==> src/hw/rtl/word_stack_push_pop_peek_swap_top_macros.svh <==
// ----------------------------------------------------------------------------
// Word stack assertion macros
// Concurrent assertion wrappers, clocked on clk and disabled in reset.
// ----------------------------------------------------------------------------
`ifndef WORD_STACK_PUSH_POP_PEEK_SWAP_TOP_MACROS_SVH
`define WORD_STACK_PUSH_POP_PEEK_SWAP_TOP_MACROS_SVH

`ifndef ASSERT_OFF
`define WSTK_ASSERT(lbl, prop, msg) \
	lbl: assert property (@(posedge clk) disable iff (!arst_n) prop) else $error(msg);
`define WSTK_ASSERT_NEVER(lbl, cond, msg) \
	lbl: assert property (@(posedge clk) disable iff (!arst_n) !(cond)) else $error(msg);
`else
`define WSTK_ASSERT(lbl, prop, msg)
`define WSTK_ASSERT_NEVER(lbl, cond, msg)
`endif

`endif

==> src/hw/rtl/wstk_pkg.sv <==
// ----------------------------------------------------------------------------
// Word stack package
// Shared widths, action and status codes, and the front-to-back control word.
// ----------------------------------------------------------------------------
`timescale 1ns / 1ps

package wstk_pkg;

	localparam int WSTK_STACK_DEPTH = 1024;
	localparam int WSTK_SWAP_REACH  = 15;
	localparam int WSTK_QUEUE_DEPTH = 2;

	localparam int PART_W = 64;
	localparam int PARTS  = 4;
	localparam int WORD_W = PART_W * PARTS;
	localparam int POS_W  = 10;
	localparam int FILL_W = 11;

	typedef enum logic [1:0] {
		OP_PUSH = 2'd0,
		OP_POP  = 2'd1,
		OP_PEEK = 2'd2,
		OP_SWAP = 2'd3
	} op_t;

	typedef enum logic [1:0] {
		ST_OK       = 2'd0,
		ST_OVERFLOW = 2'd1,
		ST_UNDERFLOW = 2'd2,
		ST_NOACCESS = 2'd3
	} status_t;

	typedef struct packed {
		op_t                op;
		status_t            status;
		logic [FILL_W-1:0]  fill;
	} ctrl_t;

endpackage

==> src/hw/rtl/wstk_queue.sv <==
// ----------------------------------------------------------------------------
// Word stack command queue
// Short FIFO of classified commands between the front and the back.
// ----------------------------------------------------------------------------
`timescale 1ns / 1ps

module wstk_queue
	import wstk_pkg::*;
#(
	parameter int ADDR_W = 10
) (
	input  logic              clk,
	input  logic              arst_n,
	input  logic              push,
	input  ctrl_t             push_ctrl,
	input  logic [ADDR_W-1:0] push_addr_a,
	input  logic [ADDR_W-1:0] push_addr_b,
	input  logic [WORD_W-1:0] push_value,
	output logic              full,
	input  logic              pop,
	output logic              empty,
	output ctrl_t             pop_ctrl,
	output logic [ADDR_W-1:0] pop_addr_a,
	output logic [ADDR_W-1:0] pop_addr_b,
	output logic [WORD_W-1:0] pop_value
);
	localparam int Q_DEPTH = WSTK_QUEUE_DEPTH;
	localparam int PTR_W   = (Q_DEPTH > 1) ? $clog2(Q_DEPTH) : 1;
	localparam int CNT_W   = $clog2(Q_DEPTH + 1);

	ctrl_t             ctrl_q   [Q_DEPTH];
	logic [ADDR_W-1:0] addr_a_q [Q_DEPTH];
	logic [ADDR_W-1:0] addr_b_q [Q_DEPTH];
	logic [WORD_W-1:0] value_q  [Q_DEPTH];

	logic [PTR_W-1:0] wr_ptr_q;
	logic [PTR_W-1:0] rd_ptr_q;
	logic [CNT_W-1:0] count_q;

	assign full  = (count_q == CNT_W'(Q_DEPTH));
	assign empty = (count_q == '0);

	assign pop_ctrl   = ctrl_q[rd_ptr_q];
	assign pop_addr_a = addr_a_q[rd_ptr_q];
	assign pop_addr_b = addr_b_q[rd_ptr_q];
	assign pop_value  = value_q[rd_ptr_q];

	always_ff @(posedge clk) begin
		if (push) begin
			ctrl_q[wr_ptr_q]   <= push_ctrl;
			addr_a_q[wr_ptr_q] <= push_addr_a;
			addr_b_q[wr_ptr_q] <= push_addr_b;
			value_q[wr_ptr_q]  <= push_value;
		end
	end

	always_ff @(posedge clk or negedge arst_n) begin
		if (!arst_n) begin
			wr_ptr_q <= '0;
			rd_ptr_q <= '0;
			count_q  <= '0;
		end else begin
			if (push) begin
				wr_ptr_q <= (wr_ptr_q == PTR_W'(Q_DEPTH - 1)) ? '0 : wr_ptr_q + 1'b1;
			end
			if (pop) begin
				rd_ptr_q <= (rd_ptr_q == PTR_W'(Q_DEPTH - 1)) ? '0 : rd_ptr_q + 1'b1;
			end
			if (push && !pop) begin
				count_q <= count_q + 1'b1;
			end else if (pop && !push) begin
				count_q <= count_q - 1'b1;
			end
		end
	end
endmodule

==> config.mk <==
export PLATFORM = sky130hd
export DESIGN_NAME = wstk_queue
export DESIGN_NICKNAME = d
export VERILOG_FILES = /design/src/hw/rtl/word_stack_push_pop_peek_swap_top_macros.svh /design/src/hw/rtl/wstk_pkg.sv /design/src/hw/rtl/wstk_queue.sv
export SDC_FILE = /design/constraint.sdc
export NUM_CORES = 1
export LEC_CHECK = 0
export ABC_AREA = 1
export BUFFER_PORTS_ARGS = -buffer_cell sky130_fd_sc_hd__buf_2
export CORE_UTILIZATION = 40
export CTS_CLUSTER_SIZE = 20
export DETAILED_ROUTE_END_ITERATION = 8
export GPL_ROUTABILITY_DRIVEN = 0
export SLEW_MARGIN = 20
export SYNTH_ARGS = -nofsm -noshare
export SYNTH_HDL_FRONTEND = slang
export SYNTH_SLANG_ARGS = --single-unit
==> constraint.sdc <==
create_clock -name clk -period 14.8 [get_ports clk]
set_clock_uncertainty 0.2 [all_clocks]
set_input_delay 1.48 -clock clk [delete_from_list [all_inputs] [get_ports clk]]
set_output_delay 1.48 -clock clk [all_outputs]
set_load 0.005 [all_outputs]
==> impl_metrics.json <==
{
  "syn-instance-count": 930,
  "slew_headroom": 0.264,
  "dr.pass1.iters": 4,
  "yosysWarnings": 0,
  "grt_usage": 0.174,
  "core_area_mm2": 0.0526,
  "powerDensity_mw_per_mm2": 187,
  "final_cells": 2300,
  "synth-xor-area-share": 0.00123,
  "synth_edf_count": 582,
  "min_path_type": "flip-flop to flip-flop",
  "hold_viol": 0,
  "first_global_vias": 11200,
  "antenna_found_initial": 30,
  "slew_viol_final": 0,
  "htree_levels": 2,
  "drive_gt1_frac": 0.602,
  "critPathArrivalTime_ns": 3.36,
  "num_rows": 84,
  "reg2regPathDepth": 4,
  "synth_simple_gate_area_frac": 0.00194,
  "r2r_setup_slack_ns": 11.25,
  "synth_common_cells": "582 x edfxtp_1, 291 x mux2_2, 31 x buf_6",
  "async_reset_ff_frac": 0.00683,
  "cp.required_ns": 13.12,
  "clkSinkCount": 586,
  "via_per_inst": 4.78,
  "hpwl_um": 33000,
  "cts_resized": 0,
  "hp-start": "count_q[1]",
  "synth.top_cell.area_share": 0.820,
  "cp-end-kind": "primary output",
  "rsz0062_at_grt": "no",
  "critical_path_class": "flip-flop to primary output",
  "dp.cells": 2181,
  "synthMuxAreaShare": 0.154,
  "multi_input_area_mm2": 0.00336,
  "fp.dieW_um": 233,
  "cts_buffers": 60,
  "yosys_most_used_dff": "edfxtp_1",
  "synth_compound_area_frac": 0,
  "whs_endpoint": "count_q[1]",
  "grt_pass1_wl_um": 69400,
  "drcViolationCount": 0,
  "layout_min_cycle_time_ns": 5.04,
  "setup_viol_count_final": 0,
  "cts_root_buf": "clkbuf_16",
  "p_leak_nw": 9.95,
  "regArea_mm2": 0.0176,
  "syn_area_mm2": 0.0213,
  "ys_seq_area_frac": 0.825,
  "fmax_ghz": 0.198,
  "startpoint_type": "flip-flop",
  "syn-mean-instance-area_um2": 22.9,
  "clkTransAtPathRegs_ns": 0.06,
  "io_pins": 588,
  "synth_top_area_cell": "edfxtp_1",
  "start_util": 0.406,
  "cts_tree": "built",
  "synth.most_common_cell": "edfxtp_1",
  "fin_setup_tns_ns": 0,
  "wirelength_um": 49300,
  "yosys_register_bits": 586,
  "maxCapViolations": 0,
  "cts_setup_buffers": 0,
  "die_area_mm2": 0.0542,
  "drt_iter0_drc": 510,
  "grt_max_degree": 171,
  "final_nets": 1851,
  "syn2layout_area_growth_pct": 25.1,
  "syn_nets": 1226,
  "worstHoldPathCells": 2,
  "routedWlPerCell_um": 21.4,
  "synthAdderAreaFrac": 0.000587,
  "synth_area_leaders": "edfxtp_1 82%, mux2_2 15%, buf_6 1.6%",
  "filler_cell_count": 4392,
  "r2r_start": "wr_ptr_q",
  "vias": 11000,
  "worst_pin_slew_ns": 1.10,
  "ant_nets": 0,
  "peakVddDrop_mv": 0.128,
  "cts-hold-fix-buffers": 0,
  "fin_crit_sh": 0.341,
  "grt_overflow": 0,
  "insertion_delay_ns": 0.58,
  "netlist-cell-type-count": 13,
  "die_y_um": 233,
  "reg2reg_to": "value_q[1][44]",
  "clock_path_buffers": 3,
  "port_buffers": 587,
  "critPathMaxFanout": 72,
  "synth_top_family_by_area": "multiplexers",
  "status": "completed"
}
-- final cells by class --
class	count	area share
clock inverters	19	0.00469
well taps	688	0.0323
clock buffers	89	0.0619
inverters	7	0.00127
multi-input cells	305	0.126
repair buffers	595	0.113
flip-flops and latches	586	0.659
diodes	11	0.00103
-- cells in the final DEF (no fill, tap or decap), drive strengths merged, types with 2 or more instances in the layout --
master  Yosys  layout
dfrtp       4       4
nor2        3       3
clkbuf      0      89
diode       0      11
nand2       5       5
mux2      291     291
clkinv      0      15
xor2        2       2
inv         7       9
buf        32     595
edfxtp    582     582
-- where the power goes --
| part | internal (mW) | switching, mW | total (mW) | leakage, nW |
|---|---|---|---|---|
| clock network | 0.785 | 0.593 | 1.38 | 0.863 |
| logic | 0.626 | 0.675 | 1.30 | 3.58 |
| registers | 2.20 | 0.105 | 2.31 | 5.51 |
| total | 3.61 | 1.37 | 4.99 | 9.95 |
-- critical path, stage by stage (launching register included) --
cell and delay, ns:
dfrtp_4 1.10, buf_4 0.93, mux2_2 0.43, buf_2 0.15
-- stage by stage --
| step | power [mW] | instance area [um^2] | setup WS (ns) | hold slack [ns] | utilization |
|---|---|---|---|---|---|
| after global routing | 5.22 | 26700 | 9.62 | 0.363 | 0.507 |
| after floorplan | 3.19 | 21300 | 5.06 | 0.263 | - |
| after detailed placement | 3.67 | 24900 | 10.02 | 0.291 | 0.473 |
| after global placement | 3.66 | 24900 | 10.00 | 0.282 | 0.473 |
| final | 4.99 | 26700 | 9.76 | 0.310 | 0.507 |
| after CTS | 5.07 | 26600 | 9.69 | 0.304 | 0.507 |
-- sequential cells by signal (all words and copies together), names as in the netlist --
signal / cells
value_q: 512
ctrl_q: 30
addr_a_q: 20
addr_b_q: 20
count_q: 2
rd_ptr_q: 1
wr_ptr_q: 1
-- how the worst max path moves through the flow --
stage | end | startpoint
CTS | pop_value[62] | rd_ptr_q
global placement | value_q[1][238] | push
detailed placement | value_q[1][82] | push
floorplan | addr_a_q[0][0] | push
global route | pop_addr_b[2] | rd_ptr_q
finish | pop_value[62] | rd_ptr_q
-- per-layer routing --
| metal | vias to the layer above | track usage | routed length (um) |
|---|---|---|---|
| li1 | 5002 | - | - |
| met1 | 5407 | 0.205 | 18700 |
| met2 | 458 | 0.286 | 24100 |
| met3 | 104 | 0.0663 | 4870 |
| met4 | 32 | 0.0701 | 1340 |
| met5 | - | 0 | 215 |
-- cells by family after synthesis --
group / Yosys count
flip-flops: 586
buffers and inverters: 39
XOR/XNOR: 3
multiplexers: 291
AND/OR/NAND/NOR: 10
adder cells (fa/ha/maj): 1
Note: power is estimated with default switching activity, not from simulation.
