<file path="src/hw/rtl/word_stack_push_pop_peek_swap_top_macros.svh">
// ----------------------------------------------------------------------------
// Word stack assertion macros
// Concurrent assertion wrappers, clocked on clk and disabled in reset.
// ----------------------------------------------------------------------------
`ifndef WORD_STACK_PUSH_POP_PEEK_SWAP_TOP_MACROS_SVH
`define WORD_STACK_PUSH_POP_PEEK_SWAP_TOP_MACROS_SVH

`ifndef ASSERT_OFF
`define WSTK_ASSERT(lbl, prop, msg) \
	lbl: assert property (@(posedge clk) disable iff (!arst_n) prop) else $error(msg);
`define WSTK_ASSERT_NEVER(lbl, cond, msg) \
	lbl: assert property (@(posedge clk) disable iff (!arst_n) !(cond)) else $error(msg);
`else
`define WSTK_ASSERT(lbl, prop, msg)
`define WSTK_ASSERT_NEVER(lbl, cond, msg)
`endif

`endif

</file>
<file path="src/hw/rtl/wstk_pkg.sv">
// ----------------------------------------------------------------------------
// Word stack package
// Shared widths, action and status codes, and the front-to-back control word.
// ----------------------------------------------------------------------------
`timescale 1ns / 1ps

package wstk_pkg;

	localparam int WSTK_STACK_DEPTH = 1024;
	localparam int WSTK_SWAP_REACH  = 15;
	localparam int WSTK_QUEUE_DEPTH = 2;

	localparam int PART_W = 64;
	localparam int PARTS  = 4;
	localparam int WORD_W = PART_W * PARTS;
	localparam int POS_W  = 10;
	localparam int FILL_W = 11;

	typedef enum logic [1:0] {
		OP_PUSH = 2'd0,
		OP_POP  = 2'd1,
		OP_PEEK = 2'd2,
		OP_SWAP = 2'd3
	} op_t;

	typedef enum logic [1:0] {
		ST_OK       = 2'd0,
		ST_OVERFLOW = 2'd1,
		ST_UNDERFLOW = 2'd2,
		ST_NOACCESS = 2'd3
	} status_t;

	typedef struct packed {
		op_t                op;
		status_t            status;
		logic [FILL_W-1:0]  fill;
	} ctrl_t;

endpackage

</file>
<file path="src/hw/rtl/wstk_req_if.sv">
// ----------------------------------------------------------------------------
// Word stack request channel
// Valid/ready channel carrying one stack action per transaction.
// ----------------------------------------------------------------------------
`timescale 1ns / 1ps

interface wstk_req_if
	import wstk_pkg::*;
();
	logic              valid;
	logic              ready;
	logic [1:0]        action;
	logic [POS_W-1:0]  position;
	logic [PART_W-1:0] value_word0;
	logic [PART_W-1:0] value_word1;
	logic [PART_W-1:0] value_word2;
	logic [PART_W-1:0] value_word3;

	modport source (
		output valid, action, position, value_word0, value_word1, value_word2, value_word3,
		input  ready
	);

	modport sink (
		input  valid, action, position, value_word0, value_word1, value_word2, value_word3,
		output ready
	);
endinterface

</file>
<file path="src/hw/rtl/wstk_front.sv">
// ----------------------------------------------------------------------------
// Word stack front end
// Accepts actions, checks them against the fill count and queues commands.
// ----------------------------------------------------------------------------
`timescale 1ns / 1ps

module wstk_front
	import wstk_pkg::*;
#(
	parameter int STACK_DEPTH = WSTK_STACK_DEPTH,
	parameter int SWAP_REACH  = WSTK_SWAP_REACH,
	parameter int ADDR_W      = $clog2(STACK_DEPTH)
) (
	input  logic              clk,
	input  logic              arst_n,
	wstk_req_if.sink          req,
	input  logic              q_full,
	output logic              q_push,
	output ctrl_t             q_ctrl,
	output logic [ADDR_W-1:0] q_addr_a,
	output logic [ADDR_W-1:0] q_addr_b,
	output logic [WORD_W-1:0] q_value
);
	localparam int CNT_W = $clog2(STACK_DEPTH + 1);
	localparam int CMP_W = (CNT_W > POS_W) ? CNT_W : POS_W;

	logic [CNT_W-1:0] count_q;
	logic [CNT_W-1:0] count_nxt;
	logic [CMP_W-1:0] pos_x;
	logic [CMP_W-1:0] cnt_x;
	logic [CMP_W-1:0] top_x;
	logic [CMP_W-1:0] other_x;
	op_t              op;
	status_t          status;

	assign req.ready = !q_full;
	assign q_push    = req.valid && !q_full;
	assign q_value   = {req.value_word3, req.value_word2, req.value_word1, req.value_word0};

	assign op      = op_t'(req.action);
	assign pos_x   = CMP_W'(req.position);
	assign cnt_x   = CMP_W'(count_q);
	assign top_x   = cnt_x - 1'b1;
	assign other_x = top_x - pos_x;

	always_comb begin
		count_nxt = count_q;
		status    = ST_OK;
		q_addr_a  = '0;
		q_addr_b  = '0;
		unique case (op)
			OP_PUSH: begin
				if (count_q < CNT_W'(STACK_DEPTH)) begin
					count_nxt = count_q + 1'b1;
					q_addr_a  = count_q[ADDR_W-1:0];
				end else begin
					status = ST_OVERFLOW;
				end
			end
			OP_POP: begin
				if (count_q != '0) begin
					count_nxt = count_q - 1'b1;
				end else begin
					status = ST_UNDERFLOW;
				end
			end
			OP_PEEK: begin
				if (pos_x < cnt_x) begin
					q_addr_a = ADDR_W'(other_x);
				end else begin
					status = ST_NOACCESS;
				end
			end
			OP_SWAP: begin
				if (pos_x != '0 && pos_x <= CMP_W'(SWAP_REACH) && pos_x < cnt_x) begin
					q_addr_a = ADDR_W'(top_x);
					q_addr_b = ADDR_W'(other_x);
				end else begin
					status = ST_NOACCESS;
				end
			end
			default: status = ST_NOACCESS;
		endcase
	end

	assign q_ctrl = '{op: op, status: status, fill: FILL_W'(count_nxt)};

	always_ff @(posedge clk or negedge arst_n) begin
		if (!arst_n) begin
			count_q <= '0;
		end else if (q_push) begin
			count_q <= count_nxt;
		end
	end
endmodule

</file>
<file path="src/flat_wrapper.sv">
// flat-port wrapper written by rule: the top's interface ports become plain ports
module wstk_front_flat import wstk_pkg::*;
#(
	parameter int STACK_DEPTH = WSTK_STACK_DEPTH,
	parameter int SWAP_REACH  = WSTK_SWAP_REACH,
	parameter int ADDR_W      = $clog2(STACK_DEPTH)
)
  (clk, arst_n, q_full, q_push, q_ctrl, q_addr_a, q_addr_b, q_value, req_valid, req_action, req_position, req_value_word0, req_value_word1, req_value_word2, req_value_word3, req_ready);
  wstk_req_if req_i ();
  input  logic clk;
  input  logic arst_n;
  input  logic q_full;
  output logic q_push;
  output ctrl_t q_ctrl;
  output logic [ADDR_W-1:0] q_addr_a;
  output logic [ADDR_W-1:0] q_addr_b;
  output logic [WORD_W-1:0] q_value;
  input wire logic [$bits(req_i.valid)-1:0] req_valid;
  input wire logic [$bits(req_i.action)-1:0] req_action;
  input wire logic [$bits(req_i.position)-1:0] req_position;
  input wire logic [$bits(req_i.value_word0)-1:0] req_value_word0;
  input wire logic [$bits(req_i.value_word1)-1:0] req_value_word1;
  input wire logic [$bits(req_i.value_word2)-1:0] req_value_word2;
  input wire logic [$bits(req_i.value_word3)-1:0] req_value_word3;
  output wire logic [$bits(req_i.ready)-1:0] req_ready;
  assign req_i.valid = req_valid;
  assign req_i.action = req_action;
  assign req_i.position = req_position;
  assign req_i.value_word0 = req_value_word0;
  assign req_i.value_word1 = req_value_word1;
  assign req_i.value_word2 = req_value_word2;
  assign req_i.value_word3 = req_value_word3;
  assign req_ready = req_i.ready;
  wstk_front #(.STACK_DEPTH(STACK_DEPTH), .SWAP_REACH(SWAP_REACH), .ADDR_W(ADDR_W)) u_core (.clk(clk), .arst_n(arst_n), .req(req_i), .q_full(q_full), .q_push(q_push), .q_ctrl(q_ctrl), .q_addr_a(q_addr_a), .q_addr_b(q_addr_b), .q_value(q_value));
endmodule
</file>
<file path="config.mk">
export PLATFORM = sky130hd
export DESIGN_NAME = wstk_front_flat
export DESIGN_NICKNAME = d
export VERILOG_FILES = /design/src/hw/rtl/word_stack_push_pop_peek_swap_top_macros.svh /design/src/hw/rtl/wstk_pkg.sv /design/src/hw/rtl/wstk_req_if.sv /design/src/hw/rtl/wstk_front.sv /design/src/flat_wrapper.sv
export SDC_FILE = /design/constraint.sdc
export NUM_CORES = 1
export LEC_CHECK = 0
export BUFFER_PORTS_ARGS = -buffer_cell sky130_fd_sc_hd__buf_2
export CAP_MARGIN = 40
export CELL_PAD_IN_SITES_DETAIL_PLACEMENT = 1
export CELL_PAD_IN_SITES_GLOBAL_PLACEMENT = 2
export CORE_AREA = 2 2 221 223
export DETAILED_ROUTE_END_ITERATION = 8
export DIE_AREA = 0 0 223 225
export GPL_TIMING_DRIVEN = 0
export MAX_ROUTING_LAYER = met4
export PLACE_DENSITY = 0.65
export RECOVER_POWER = 50
export SLEW_MARGIN = 20
export SYNTH_ARGS = -nofsm -noshare
export SYNTH_HDL_FRONTEND = slang
export SYNTH_SLANG_ARGS = --single-unit
</file>
<file path="constraint.sdc">
create_clock -name clk -period 3.8 [get_ports clk]
set_clock_uncertainty 0.05 [all_clocks]
set_input_delay 0 -clock clk [delete_from_list [all_inputs] [get_ports clk]]
set_output_delay 0 -clock clk [all_outputs]
set_load 0.005 [all_outputs]
</file>
==> metrics.md <==
| Metric | Value |
|---|---|
| Outcome | `complete, no violations` |
| First-pass GRT wire length | `27800 um` |
| Tcrit/Tclk final | `93.2%` |
| Initial core utilization | `8.56%` |
| Area leader, netlist | `buf_4` |
| Slew Limit Fails | `0` |
| Area occupied by multi-input gates | `1690 um^2` |
| Leak | `3.40 nW` |
| Switch share | `45.2%` |
| RSZ-0062 raised after global routing | `false` |
| MaxCap Viol Count | `0` |
| H-tree Lvls | `1` |
| Worst Hold Class | `input pin to primary output` |
| Syn Inst Count | `543` |
| Total GRT Usage | `7.53%` |
| Filler cells | `5835` |
| CP startpoint kind | `flop` |
| Seq/Total Area, Yosys | `6.76%` |
| Slew Limit Headroom | `65.6%` |
| Sequential group share of total power | `13.1%` |
| Vias in the first global route | `4511` |
| Setup CP Type | `flop to primary output` |
| Cell Rows | `80` |
| DR vias/cell | `3.09` |
| # setup viols final | `0` |
| HPWL Detailed | `18900 um` |
| Adder-cell share of the synthesized area | `7.25%` |
| Power, Total | `0.00155 W` |
| Power share of the combinational group | `74.5%` |
| Setup WS post-layout | `0.259 ns` |
| TritonRoute pass-1 iters | `4` |
| WP data arrival | `3.49 ns` |
| CTS sink cnt | `11` |
| Die area | `50200 um^2` |
| Number of flip-flops under the largest register name | `11` |
| Syn. warnings | `0` |
| Clk slew on worst S/H paths | `0.04 ns` |
| Wire length per cell | `13.9 um` |
| Gr ovfl total | `0` |
| EDFF count, synth | `0` |
| FF+latch area | `277 um^2` |
| Maximum vdd drop | `169 uV` |
| Longest Clk Path Bufs | `2` |
| CP max FO | `8` |
| TritonCTS clock tree | `yes` |
| Final ANT Viol Nets | `0` |
| Netlist Area Pre-Place | `4070 um^2` |
| Total CTS buffers | `3` |
| Fin crit period | `3.54 ns` |
| Worst-Margin Slew | `0.516 ns` |
| Hold-critical path depth | `2` |
| Post-Synth Simple-Gate Area | `14.9%` |
| Area share of the largest cell type after synthesis | `48.0%` |
| Asr flop ratio synth | `100%` |
| Most used flip-flop cell after synthesis | `dfrtp_1` |
| Worst-path cell chain | `inv_2 -> ha_2 -> nor4b_4 -> nand2_2 -> xnor2_1 -> ha_1 -> a21o_1 -> a211o_1 -> o22a_1 -> xnor2_1 -> a221o_1 -> buf_2` |
| Int Power | `0.000849 W` |
| Final estimated routing congestion in global placement | `0.782` |
| Setup_tns | `0 ns` |
| Most Frequent Cell on Critical Path | `xnor2_1` |
| Main combinational cell family by area after synthesis | `buffers and inverters` |
| Complex-gate fraction of the synthesized area | `13.9%` |
| P per Cell Area | `239 nW/um^2` |
| Synthesized area per cell | `7.50 um^2` |
| Xor and xnor area share after synthesis | `3.66%` |
| Core area | `47500 um^2` |
| Initial antenna violation count | `1` |
| Chip height | `225 um` |
| Via count | `4574` |
| Syn Nets | `838` |
| Final nets | `1158` |
| Num ports | `565` |
| Root Driver | `clkbuf_16` |
| R2r worst-path depth | `9` |
| Slowest CP cell | `dfrtp_1` |
| Switching Power | `0.000700 W` |
| Drt drc | `0` |
| Drt total wl | `20500 um` |
| Top-count cell post-synth | `buf_4` |
| Synth Register Bits | `11` |
| Worst skew pair latency | `0.24 ns` |
| Hold Vio Cnt, Final | `0` |
| Post-synthesis mux area share | `1.48%` |
| Crit-path max cell delay | `0.52 ns` |
| Post-synth top cells | `260 x buf_4, 26 x inv_1, 22 x ha_1` |
| Area contributors post-synth | `buf_4 48%, dfrtp_1 6.8%, ha_1 6.8%, xnor2_1 3.2%, inv_1 2.4%` |
| Port bufs | `308` |
| Critical Path RT | `3.75 ns` |
| Max Freq | `0.282 GHz` |
| Share of cells above drive strength 1 | `66.7%` |
| Clock power frac | `12.4%` |
| Largest net degree at the start of global routing | `12` |
| Pre-CTS setup slack | `0.258 ns` |
| Synth-to-Final Area Change | `59.5%` |
| CP Capture Type | `primary output` |
| Synth cell types | `63` |
| Die Wd | `223 um` |
| Iter 0 DRT Violations | `108` |
==> cell type report <==
| class | instances | share of cell area [%] |
|---|---|---|
| Clock buffer | 4 | 1.21 |
| Antenna cell | 1 | 0.0385 |
| Buffer | 271 | 31.0 |
| Multi-Input combinational cell | 233 | 26.0 |
| Sequential cell | 11 | 4.26 |
| Inverter | 28 | 1.62 |
| Tap cell | 615 | 11.8 |
| Timing Repair Buffer | 315 | 24.0 |
==> path summary, 6_finish.rpt <==
kind	from	endpoint	slack, ns
setup / recovery	u_core.cnt_x[1]	q_addr_a[9]	0.26
hold / removal	req_value_word2[41]	q_value[169]	0.12
setup reg to reg	u_core.cnt_x[1]	u_core.cnt_x[3]	1.24
hold reg to reg	u_core.cnt_x[6]	u_core.cnt_x[6]	0.59
max in group asynchronous	arst_n	u_core.cnt_x[0]	3.31
min in group asynchronous	arst_n	u_core.cnt_x[9]	0.16
==> metrics by stage <==
step	util [%]	area, um^2	std cells	hold slack, ns
2_1_floorplan	-	4070	543	-0.346
3_3_place_gp	13.4	6380	1466	-0.162
3_5_place_dp	13.4	6390	1467	-0.160
4_1_cts	13.6	6480	1472	0.117
5_1_grt	13.7	6490	1478	0.132
6_report	13.7	6490	1478	0.117
==> placed cells by master, fill, tap and decap left out, types with 4 or more instances in the layout <==
master	instances
buf_2	283
buf_4	137
clkbuf_4	129
clkbuf_1	31
inv_1	25
ha_1	21
nand2_1	20
nor2_1	19
o21ai_0	17
xnor2_1	15
a21oi_1	14
nand3_1	11
dfrtp_1	10
and2_1	9
nor3_1	7
a21o_1	6
nand4_1	6
and3_1	5
a22oi_1	5
o22ai_1	5
o21a_1	4
mux2_2	4
a221o_1	4
==> layer usage <==
metal	GRT usage (%)	up-vias	wire, um	part of all wire [%]
met5	-	-	0	0
met4	1.04	0	108	0.53
met3	1.07	4	1180	5.8
met2	14.1	244	11100	54
met1	8.68	2125	8130	40
li1	-	2201	-	-
==> power by group through the flow <==
stage	Clock [W]	Sequential [W]	Combinational, W
after floorplan	0	0.000183	0.000734
after global placement	0	0.000203	0.00117
after detailed placement	0	0.000203	0.00119
after CTS	0.000197	0.000202	0.00119
after global routing	0.000204	0.000208	0.00129
final	0.000192	0.000203	0.00115
==> repair_timing <==
item                                    CTS  global route
hold endpoints to repair                 11             0
hold buffers                              1             0
endpoints found under the setup margin    1             6
gates resized for setup                   2             2
setup buffers                             0             5
gates cloned                              0             0
pin swaps                                 0             1
==> logic make-up after synthesis <==
logic type,after synthesis
buf+inv,299
mux,5
compound gates,82
simple gates,106
fa+ha+maj,23
xor+xnor,17
flops,11
==> critical path, delay by kind of cell, from the launching register on <==
family                     cells  cell delay (ns)
AOI/OAI and AO/OA              4             1.03
xor gates and xnor gates       2             0.38
adders and majority gates      2             0.56
buffers and inverters          2             0.34
DFF                            1             0.52
and+or+nand+nor                2             0.43
Power figures use the tool's default switching activity.
